===== config.mk =====
export PLATFORM = sky130hd
export DESIGN_NAME = motor_can_command_packer_core
export DESIGN_NICKNAME = d
export VERILOG_FILES = /design/src/rtl/mccp_pkg.sv /design/src/rtl/motor_can_command_packer_core.sv /design/src/rtl/mccp_scale.sv /design/src/rtl/mccp_pack.sv
export SDC_FILE = /design/constraint.sdc
export NUM_CORES = 2
export LEC_CHECK = 0
export CAP_MARGIN = 20
export CORE_MARGIN = 3
export CORE_UTILIZATION = 60
export DETAILED_ROUTE_END_ITERATION = 8
export DONT_BUFFER_PORTS = 1
export GPL_ROUTABILITY_DRIVEN = 0
export HOLD_SLACK_MARGIN = 0.05
export PLACE_DENSITY = 0.87
export SETUP_SLACK_MARGIN = 0.4
export SLEW_MARGIN = 20
export SYNTH_ARGS = -nofsm -noshare
export SYNTH_HDL_FRONTEND = slang
export SYNTH_SLANG_ARGS = --single-unit

===== constraint.sdc =====
create_clock -name clock -period 8.4 [get_ports clock]
set_input_delay 1.68 -clock clock [delete_from_list [all_inputs] [get_ports clock]]
set_output_delay 1.68 -clock clock [all_outputs]
set_load 0.01 [all_outputs]

===== src/rtl/mccp_pkg.sv =====
// Package for the motor command packer: word types, request codes and the
// clamp and scaling constants shared by the datapath stages. No dependencies.
package mccp_pkg;

   localparam int FRAC_BITS = 8;
   localparam int ONE_FX    = 1 << FRAC_BITS;

   // Clamp limits in fixed point
   localparam int POS_LIM = 191 * (ONE_FX / 2);   // 95.5
   localparam int VEL_LIM = 30 * ONE_FX;
   localparam int KP_LIM  = 100 * ONE_FX;
   localparam int KD_LIM  = 5 * ONE_FX;
   localparam int TRQ_LIM = 18 * ONE_FX;

   // code = floor(off * maxcode / span), with maxcode/span reduced for 8 fraction bits:
   //   position  65535 / (256 * 191)  -> (off * 65535) >> 8, then divide by 191
   //   velocity  4095 / 15360 = 273 / 1024
   //   stiffness 4095 / 128000 = 819 / (1024 * 25) -> (kp * 819) >> 10, then divide by 25
   //   damping   4095 / 1280 = 819 / 256
   //   torque    4095 / 9216 = 455 / 1024
   localparam logic [31:0] POS_MUL = 32'd65535;
   localparam logic [23:0] VEL_MUL = 24'd273;
   localparam logic [25:0] KP_MUL  = 26'd819;
   localparam logic [19:0] KD_MUL  = 20'd819;
   localparam logic [23:0] TRQ_MUL = 24'd455;

   // Exact reciprocals: ceil(2^32 / 191) for 24-bit dividends, ceil(2^20 / 25) for 15-bit
   localparam logic [24:0] POS_RECIP = 25'd22486740;
   localparam logic [15:0] KP_RECIP  = 16'd41944;

   typedef enum logic [1:0] {
      OP_CONTROL    = 2'd0,
      OP_MOTOR_MODE = 2'd1,
      OP_RESET_MODE = 2'd2,
      OP_ZERO_POS   = 2'd3
   } op_type;

   localparam logic [7:0] CMD_ENTER_MOTOR = 8'hFC;
   localparam logic [7:0] CMD_EXIT_MOTOR  = 8'hFD;
   localparam logic [7:0] CMD_ZERO_POS    = 8'hFE;
   localparam logic [55:0] FILL_BYTES     = {7{8'hFF}};

   typedef struct packed {
      op_type             op;
      logic [7:0]         motor_id;
      logic signed [15:0] position;
      logic signed [15:0] velocity;
      logic [15:0]        stiffness_gain;
      logic [15:0]        damping_gain;
      logic signed [15:0] torque_ff;
   } req_type;

   typedef struct packed {
      logic [7:0]  frame_id;
      logic [63:0] frame_bytes;
   } rsp_type;

   // Between the scale stage and the divide/pack stage
   typedef struct packed {
      op_type      op;
      logic [7:0]  motor_id;
      logic [23:0] pos_n;
      logic [11:0] vel_code;
      logic [14:0] kp_n;
      logic [11:0] kd_code;
      logic [11:0] trq_code;
   } mid_type;

endpackage


===== src/rtl/motor_can_command_packer_core.sv =====
// Top level of the motor command packer: request register, scale stage and
// divide/pack stage. Uses mccp_pkg, mccp_scale, mccp_pack.
//
// Usage:
//   Request channel: drive req_word and raise start; the word is taken at any
//   rising edge with start high and busy low. busy is always low, so a new
//   word may be issued every cycle.
//   Result channel: rsp_word holds frame_id and the eight frame bytes for
//   exactly one cycle, marked by rsp_strobe. Results come out in request order,
//   one per request. Throughput is one frame per cycle; each request passes
//   the request register, the scale-multiply register and the
//   reciprocal-multiply register that feeds rsp_word.
//   A control request clamps and scales the five operands into a packed
//   16/12/12/12/12-bit frame; the three mode requests give seven 0xFF bytes
//   and a command byte.
//   The receiver has no back-pressure; it must take every strobed word.
//   Reset (synchronous, active high) drops any words in flight; no result
//   is strobed for a request still in flight at reset or presented during reset.
module motor_can_command_packer_core import mccp_pkg::*; (
   input  logic    clock,
   input  logic    reset,
   input  logic    start,
   output logic    busy,
   input  req_type req_word,
   output logic    rsp_strobe,
   output rsp_type rsp_word
);

   logic    req_valid_ff, req_valid_in;
   req_type req_word_ff;
   logic    mid_valid;
   mid_type mid_word;

   assign busy         = 1'b0;
   assign req_valid_in = start && !busy;

   always_ff @(posedge clock) begin
      if (reset) begin
         req_valid_ff <= 1'b0;
      end else begin
         req_valid_ff <= req_valid_in;
      end
   end

   always_ff @(posedge clock) begin
      req_word_ff <= req_word;
   end

   mccp_scale u_scale (
      .clock     (clock),
      .reset     (reset),
      .in_valid  (req_valid_ff),
      .in_word   (req_word_ff),
      .out_valid (mid_valid),
      .out_word  (mid_word)
   );

   mccp_pack u_pack (
      .clock     (clock),
      .reset     (reset),
      .in_valid  (mid_valid),
      .in_word   (mid_word),
      .out_valid (rsp_strobe),
      .out_word  (rsp_word)
   );

endmodule


===== src/rtl/mccp_scale.sv =====
// Scale stage: clamps the five operands, offsets them and multiplies by the
// reduced scale constants; registers the partial codes. Uses mccp_pkg.
module mccp_scale import mccp_pkg::*; (
   input  logic    clock,
   input  logic    reset,
   input  logic    in_valid,
   input  req_type in_word,
   output logic    out_valid,
   output mid_type out_word
);

   localparam logic signed [16:0] POS_HI = 17'(POS_LIM);
   localparam logic signed [16:0] POS_LO = -POS_HI;
   localparam logic signed [16:0] VEL_HI = 17'(VEL_LIM);
   localparam logic signed [16:0] VEL_LO = -VEL_HI;
   localparam logic signed [16:0] TRQ_HI = 17'(TRQ_LIM);
   localparam logic signed [16:0] TRQ_LO = -TRQ_HI;

   logic signed [16:0] pos_x, vel_x, trq_x;
   logic signed [16:0] pos_c, vel_c, trq_c;
   logic signed [16:0] pos_d, vel_d, trq_d;
   logic [15:0]        pos_off;
   logic [13:0]        vel_off, trq_off;
   logic [15:0]        kp_c, kd_c;
   logic [31:0]        pos_prod;
   logic [23:0]        vel_prod, trq_prod;
   logic [25:0]        kp_prod;
   logic [19:0]        kd_prod;

   logic    valid_ff, valid_in;
   mid_type word_ff, word_in;

   always_comb begin
      pos_x = $signed({in_word.position[15], in_word.position});
      vel_x = $signed({in_word.velocity[15], in_word.velocity});
      trq_x = $signed({in_word.torque_ff[15], in_word.torque_ff});

      pos_c = (pos_x > POS_HI) ? POS_HI : ((pos_x < POS_LO) ? POS_LO : pos_x);
      vel_c = (vel_x > VEL_HI) ? VEL_HI : ((vel_x < VEL_LO) ? VEL_LO : vel_x);
      trq_c = (trq_x > TRQ_HI) ? TRQ_HI : ((trq_x < TRQ_LO) ? TRQ_LO : trq_x);
      kp_c  = (in_word.stiffness_gain > 16'(KP_LIM)) ? 16'(KP_LIM) : in_word.stiffness_gain;
      kd_c  = (in_word.damping_gain > 16'(KD_LIM)) ? 16'(KD_LIM) : in_word.damping_gain;

      // offsets are non-negative and at most the span, low bits carry them
      pos_d   = pos_c - POS_LO;
      vel_d   = vel_c - VEL_LO;
      trq_d   = trq_c - TRQ_LO;
      pos_off = pos_d[15:0];
      vel_off = vel_d[13:0];
      trq_off = trq_d[13:0];

      pos_prod = 32'(pos_off) * POS_MUL;
      vel_prod = 24'(vel_off) * VEL_MUL;
      kp_prod  = 26'(kp_c[14:0]) * KP_MUL;
      kd_prod  = 20'(kd_c[10:0]) * KD_MUL;
      trq_prod = 24'(trq_off) * TRQ_MUL;

      word_in.op       = in_word.op;
      word_in.motor_id = in_word.motor_id;
      word_in.pos_n    = pos_prod[31:8];
      word_in.vel_code = vel_prod[21:10];
      word_in.kp_n     = kp_prod[24:10];
      word_in.kd_code  = kd_prod[19:8];
      word_in.trq_code = trq_prod[21:10];
      valid_in         = in_valid;
   end

   always_ff @(posedge clock) begin
      if (reset) begin
         valid_ff <= 1'b0;
      end else begin
         valid_ff <= valid_in;
      end
   end

   always_ff @(posedge clock) begin
      word_ff <= word_in;
   end

   assign out_valid = valid_ff;
   assign out_word  = word_ff;

endmodule


===== src/rtl/mccp_pack.sv =====
// Divide and pack stage: finishes the position and stiffness codes by
// reciprocal multiply, builds the frame and registers it. Uses mccp_pkg.
module mccp_pack import mccp_pkg::*; (
   input  logic    clock,
   input  logic    reset,
   input  logic    in_valid,
   input  mid_type in_word,
   output logic    out_valid,
   output rsp_type out_word
);

   logic [48:0] pos_prod;
   logic [31:0] kp_prod;
   logic [15:0] pos_code;
   logic [11:0] kp_code;

   logic    valid_ff, valid_in;
   rsp_type word_ff, word_in;

   always_comb begin
      pos_prod = 49'(in_word.pos_n) * 49'(POS_RECIP);
      kp_prod  = 32'(in_word.kp_n) * 32'(KP_RECIP);
      pos_code = pos_prod[47:32];
      kp_code  = kp_prod[31:20];

      word_in.frame_id = in_word.motor_id;
      case (in_word.op)
         OP_CONTROL: begin
            word_in.frame_bytes = {pos_code, in_word.vel_code, kp_code,
                                   in_word.kd_code, in_word.trq_code};
         end
         OP_MOTOR_MODE: begin
            word_in.frame_bytes = {FILL_BYTES, CMD_ENTER_MOTOR};
         end
         OP_RESET_MODE: begin
            word_in.frame_bytes = {FILL_BYTES, CMD_EXIT_MOTOR};
         end
         OP_ZERO_POS: begin
            word_in.frame_bytes = {FILL_BYTES, CMD_ZERO_POS};
         end
         default: begin
            word_in.frame_bytes = {FILL_BYTES, CMD_ZERO_POS};
         end
      endcase
      valid_in = in_valid;
   end

   always_ff @(posedge clock) begin
      if (reset) begin
         valid_ff <= 1'b0;
      end else begin
         valid_ff <= valid_in;
      end
   end

   always_ff @(posedge clock) begin
      word_ff <= word_in;
   end

   assign out_valid = valid_ff;
   assign out_word  = word_ff;

endmodule


Yosys cells after proc, flatten, opt, wreduce, memory -nomap -nowiden
Cells that the tools add are included.

cells by class
  add/sub/neg operators = 3
  multipliers = 7
  magnitude comparators = 8
  equality and inequality tests = 3
  mux-type cells = 9
  reduce and logical (&&, ||, !) cells = 1

operators with widths
  kind                                                                                number
  64-bit one-hot mux with 4 select lines                                              1
  14-bit 2-to-1 mux                                                                   4
  24-bit by 23-bit multiplier with 46-bit output (second input constant)              1
  14-bit by 9-bit multiplier with 22-bit output (second input constant)               2
  16-bit by 14-bit greater-than comparator with 1-bit output (second input constant)  2
  16-bit by 14-bit < comparator with 1-bit output (second input constant)             2
  16-bit by 16-bit multiplier with 32-bit output (second input constant)              1
  16-bit 2-to-1 mux                                                                   2
  15-bit by 13-bit multiplier with 28-bit output (second input constant)              1
  14-bit subtractor (second input constant)                                           2
  15-bit by 10-bit multiplier with 25-bit output (second input constant)              1
  11-bit by 10-bit multiplier with 20-bit output (second input constant)              1
  16-bit by 11-bit greater-than comparator with 1-bit output (second input constant)  1
  16-bit by 15-bit greater-than comparator with 1-bit output (second input constant)  1
  16-bit greater-than comparator (second input constant)                              1
  16-bit < comparator (second input constant)                                         1
  16-bit subtractor (second input constant)                                           1
  15-bit 2-to-1 mux                                                                   1
  11-bit 2-to-1 mux                                                                   1
  2-bit equality test (second input constant)                                         2
  2-bit by 1-bit equality test with 1-bit output (second input constant)              1
  2-bit zero test                                                                     1

word-level totals
  register bits = 250
  bits of input ports = 93
  output and inout port bits = 74

Depth between registers and ports, before layout
  word-level depth = 5
  gate-level depth with buffers = 40

Hierarchy
A second synthesis with hierarchy kept.

second synthesis, totals
  cell total of the unflattened synthesis = 3126
  area, all modules = 31979.4 µm²

by module, submodules not included
  module                         times used  cells each  area each (µm²)
  mccp_scale                     1           1571        15157.0
  mccp_pack                      1           1461        14975.6
  motor_can_command_packer_core  1           94          1846.8

Worst setup path after synthesis
No wires, ideal clock.

  path kind = reg2reg
  start = register req_word_ff[71] (netlist bit)
  end = register u_scale.word_ff (netlist bit u_scale.out_word[74])
  arrival = 8239 ps
  data required time = 8279 ps
  path slack = 40 ps
  stages on the path, launching flop included = 39
  buffers on the path = 2
  period minus slack after synthesis = 8360 ps
  path through = dfxtp_1 > nor3_1 > nand2b_1 > or3_1 > a21o_1 > nand2_1 > ha_1 > clkbuf_1 > nor2b_1 > clkbuf_1 > nor2b_1 > ha_1 > o21ai_0 > or4_1 > a21oi_1 > o21ai_1 > xnor2_1 > xnor2_1 > (+3 left out) > fa_1 > inv_1 > fa_1 > fa_1 > inv_1 > fa_1 > inv_1 > ha_1 > nand3_1 > nor3_1 > nand3_1 > a21oi_1 > o21ai_0 > a311oi_1 > o21a_1 > o21a_1 > nor2_1 > xnor2_1

between the ends
  word-level cells in the longest chain between the ends = 5

RTL lines
  item                                                RTL line                             RTL
  start: declaration                                  motor_can_command_packer_core.sv:30  req_type req_word_ff;
  start signal: assignment                            motor_can_command_packer_core.sv:46  req_word_ff <= req_word;
  16-bit < comparator                                 mccp_scale.sv:38                     pos_c = (pos_x > POS_HI) ? POS_HI : ((pos_x < POS_LO) ? POS_LO : pos_x);
  16-bit 2-to-1 mux                                   mccp_scale.sv:38
  16-bit 2-to-1 mux (*)                               mccp_scale.sv:38
  16-bit subtractor (*)                               mccp_scale.sv:45                     pos_d = pos_c - POS_LO;
  16-bit by 16-bit multiplier with 32-bit output (*)  mccp_scale.sv:52                     pos_prod = 32'(pos_off) * POS_MUL;
  via u_scale.pos_prod[31]                            mccp_scale.sv:25                     logic [31:0] pos_prod;
  end signal: assignment                              mccp_scale.sv:77                     word_ff <= word_in;
  end: declaration                                    mccp_scale.sv:31                     mid_type word_ff, word_in;

Mark *: on every way through the listed nets, which the timed path passes. The rest lies on a longest branch.
A chain may end at the register's enable or synchronous reset.

Final worst setup path
  start = register req_word_ff[72] (netlist bit)
  end = register u_scale.word_ff (netlist bit u_scale.out_word[71])

The elaborated chain is that of the path after synthesis.

==> summary.md <==
| Metric | Value |
|---|---|
| Placed wire-length estimate | `56.6 mm` |
| Post-route ant nets | `0` |
| Pre-CTS WS | `-0.0763 ns` |
| Crit-path max cell delay | `0.53 ns` |
| Slew margin rel. | `44.1%` |
| Tmin final | `8.17 ns` |
| Area Overhead vs Synth | `7.63%` |
| Crit path launch | `req_word_ff[72]` |
| Syn. warnings | `0` |
| First-pass detailed-route iteration total | `5` |
| Post-Syn Area | `30800 um2` |
| Status | `finished, final reports clean` |
| Worst-case clock skew | `0.0186 ns` |
| Nets | `4237` |
| FF-to-FF Start | `req_word_ff[72]` |
| Post-synth cell types | `66` |
| Core Rows | `82` |
| GRT Overall Usage | `25.2%` |
| Mapped Cells | `2931` |
| Initial core utilization | `61.1%` |
| Final Instance Count excl. Fillers | `3676` |
| Crit path required time | `8.91 ns` |
| Syn Area/Cell | `10.5 um2` |
| Via Count | `20.3k` |
| Final Cycle Share | `97.2%` |
| H-tree Lvls | `1` |
| RSZ-0062 raised after global routing | `true` |
| CP Data Arrival Time | `8.68 ns` |
| Clk sinks | `250` |
| Routed wire per std cell | `18.3 um` |
| Worst-Skew Late Latency | `0.60 ns` |
| Die ar. | `54200 um2` |
| Largest net degree at the start of global routing | `38` |
| EDFF count, synth | `0` |
| Most common cell in the synthesized netlist | `inv_1` |
| Die X-Extent | `233 um` |
| Vias/cell | `5.53` |
| Tightest Hold Check Type | `reg -> reg` |
| Root buffer cell | `clkbuf_16` |
| Hold Buf Count CTS | `0` |
| Worst-margin pin slew | `0.834 ns` |
| DIE HEIGHT | `233 um` |
| Final Hold Fails | `0` |
| Top post-synthesis cells by area | `fa_1, ha_1, dfxtp_1` |
| Initial antenna violation count | `2` |
| Worst setup SP type | `flip-flop` |
| Slew Viols, Final | `0` |
| Share of layout cells above drive strength 1 | `4.66%` |
| Core Region | `50500 um2` |
| Final Cell Area | `33200 um2` |
| Post-synthesis net count | `4189` |
| Slowest CP cell | `or4_4` |
| Max_cap viols | `0` |
| Area leader, netlist | `fa_1` |
| Critical path peak fanout | `5` |
| Worst Min Path Start | `req_word_ff[81]` |
| Seq/Total Area, Yosys | `16.2%` |
| First-pass GRT wire length | `109 mm` |
| Final setup viols | `0` |
| Area share of the largest cell type after synthesis | `31.9%` |
| Worst setup margin | `0.232 ns` |
| Top_reg_cell synth | `dfxtp_1` |
| Inst Count DP | `3597` |
| DRC viols | `0` |
| Max clock buf depth | `3` |
| Vias in the first global route | `22.4k` |
| TritonCTS clock tree | `done` |
| Remaining Overflow, GRT | `0` |
| Hold WS | `0.322 ns` |
| Post-synth top cells | `inv_1, ha_1, fa_1, dfxtp_1, nor2_1` |
| 1st-iter DRT viols | `1101` |
| Post-DP Area | `31700 um2` |
| #FFs+latches synth | `250` |
| CTS clock-pin slew for the worst setup and hold paths | `0.06 ns` |
| Share of synthesized registers carrying an async set or reset | `0%` |
| Final WL | `67.4 mm` |
| # port buffers | `0` |
| Num CTS Buffers | `30` |
| CP endpoint kind | `flip-flop` |
| I/O pin cnt | `167` |
| Max Clk Rate | `122 MHz` |
| CP Class | `reg -> reg` |
kinds of logic after synthesis:
kind of cell | share of synthesized area (%)
other | 0.0122
DFF | 16.2
muxes | 0.0365
AOI/OAI and AO/OA | 5.65
and+or+nand+nor | 6.59
xor gates and xnor gates | 3.44
buffers and inverters | 8.79
adders and majority gates | 59.3
metal layers:
metal / wire (um) / share of wire, % / track usage (%)
met2: 33800 / 50 / 44.8
met1: 26000 / 39 / 29.7
met4: 3410 / 5.1 / 11.0
met5: 8 / 0.012 / 0
met3: 4140 / 6.1 / 4.55
registers in the layout (all words and copies together), names as in the netlist:
signal,cells
req_word_ff,90
u_scale.out_word,85
u_pack.out_word,72
req_valid_ff,1
u_pack.out_valid,1
u_scale.out_valid,1
layout by cell type, fill, tap and decap left out, drive strengths merged, types with 32 or more instances in the layout:
master	instances
inv	710
ha	674
fa	491
dfxtp	250
nor2	94
xnor2	92
nand2	88
a21oi	63
o21ai	52
nor3	49
or3	45
a21o	38
clkbuf	36
and2	35
o21a	32
buf	32
worst paths after layout:
check,end,slack [ns],depth (start not counted)
setup / recovery,u_scale.out_word[71],0.23,36
hold / removal,u_scale.out_word[76],0.32,0
setup reg to reg,u_scale.out_word[71],0.23,36
hold reg to reg,u_scale.out_word[76],0.32,0
cell type report:
| type | instances | area [um2] |
|---|---|---|
| multi-input combinational | 1960 | 23400 |
| tap | 672 | 841 |
| inverter | 705 | 2650 |
| timing repair buffer | 32 | 251 |
| clock inverter | 20 | 273 |
| clock buffer | 36 | 783 |
| fill | 3466 | 17300 |
| sequential | 250 | 5010 |
| antenna | 1 | 2.50 |
worst max-delay path, delay by kind of cell, from the launching register on:
family,cells,cell delay (ns)
adders and majority gates,8,2.91
xor gates and xnor gates,4,0.63
DFF,1,0.35
AOI/OAI and AO/OA,10,1.85
buffers and inverters,5,0.39
and+or+nand+nor,9,1.90
through the flow:
step | utilization [%] | setup TNS, ns
5_1_grt | 65.8 | -0.0338
6_report | 65.8 | 0
4_1_cts | 65.2 | 0
3_5_place_dp | 62.9 | -0.0763
3_3_place_gp | 62.9 | 0
2_1_floorplan | - | 0
timing repair:
| item | 4_1_cts | 5_1_grt |
|---|---|---|
| setup endpoints to repair | 8 | 14 |
| gates resized for setup | 11 | 41 |
| setup buffers | 8 | 14 |
| gates cloned | 0 | 0 |
| pin swaps | 8 | 22 |
Power is left out: the tool's default activity adds up to more than one toggle a clock period on the data nets, which glitch-free logic cannot reach.
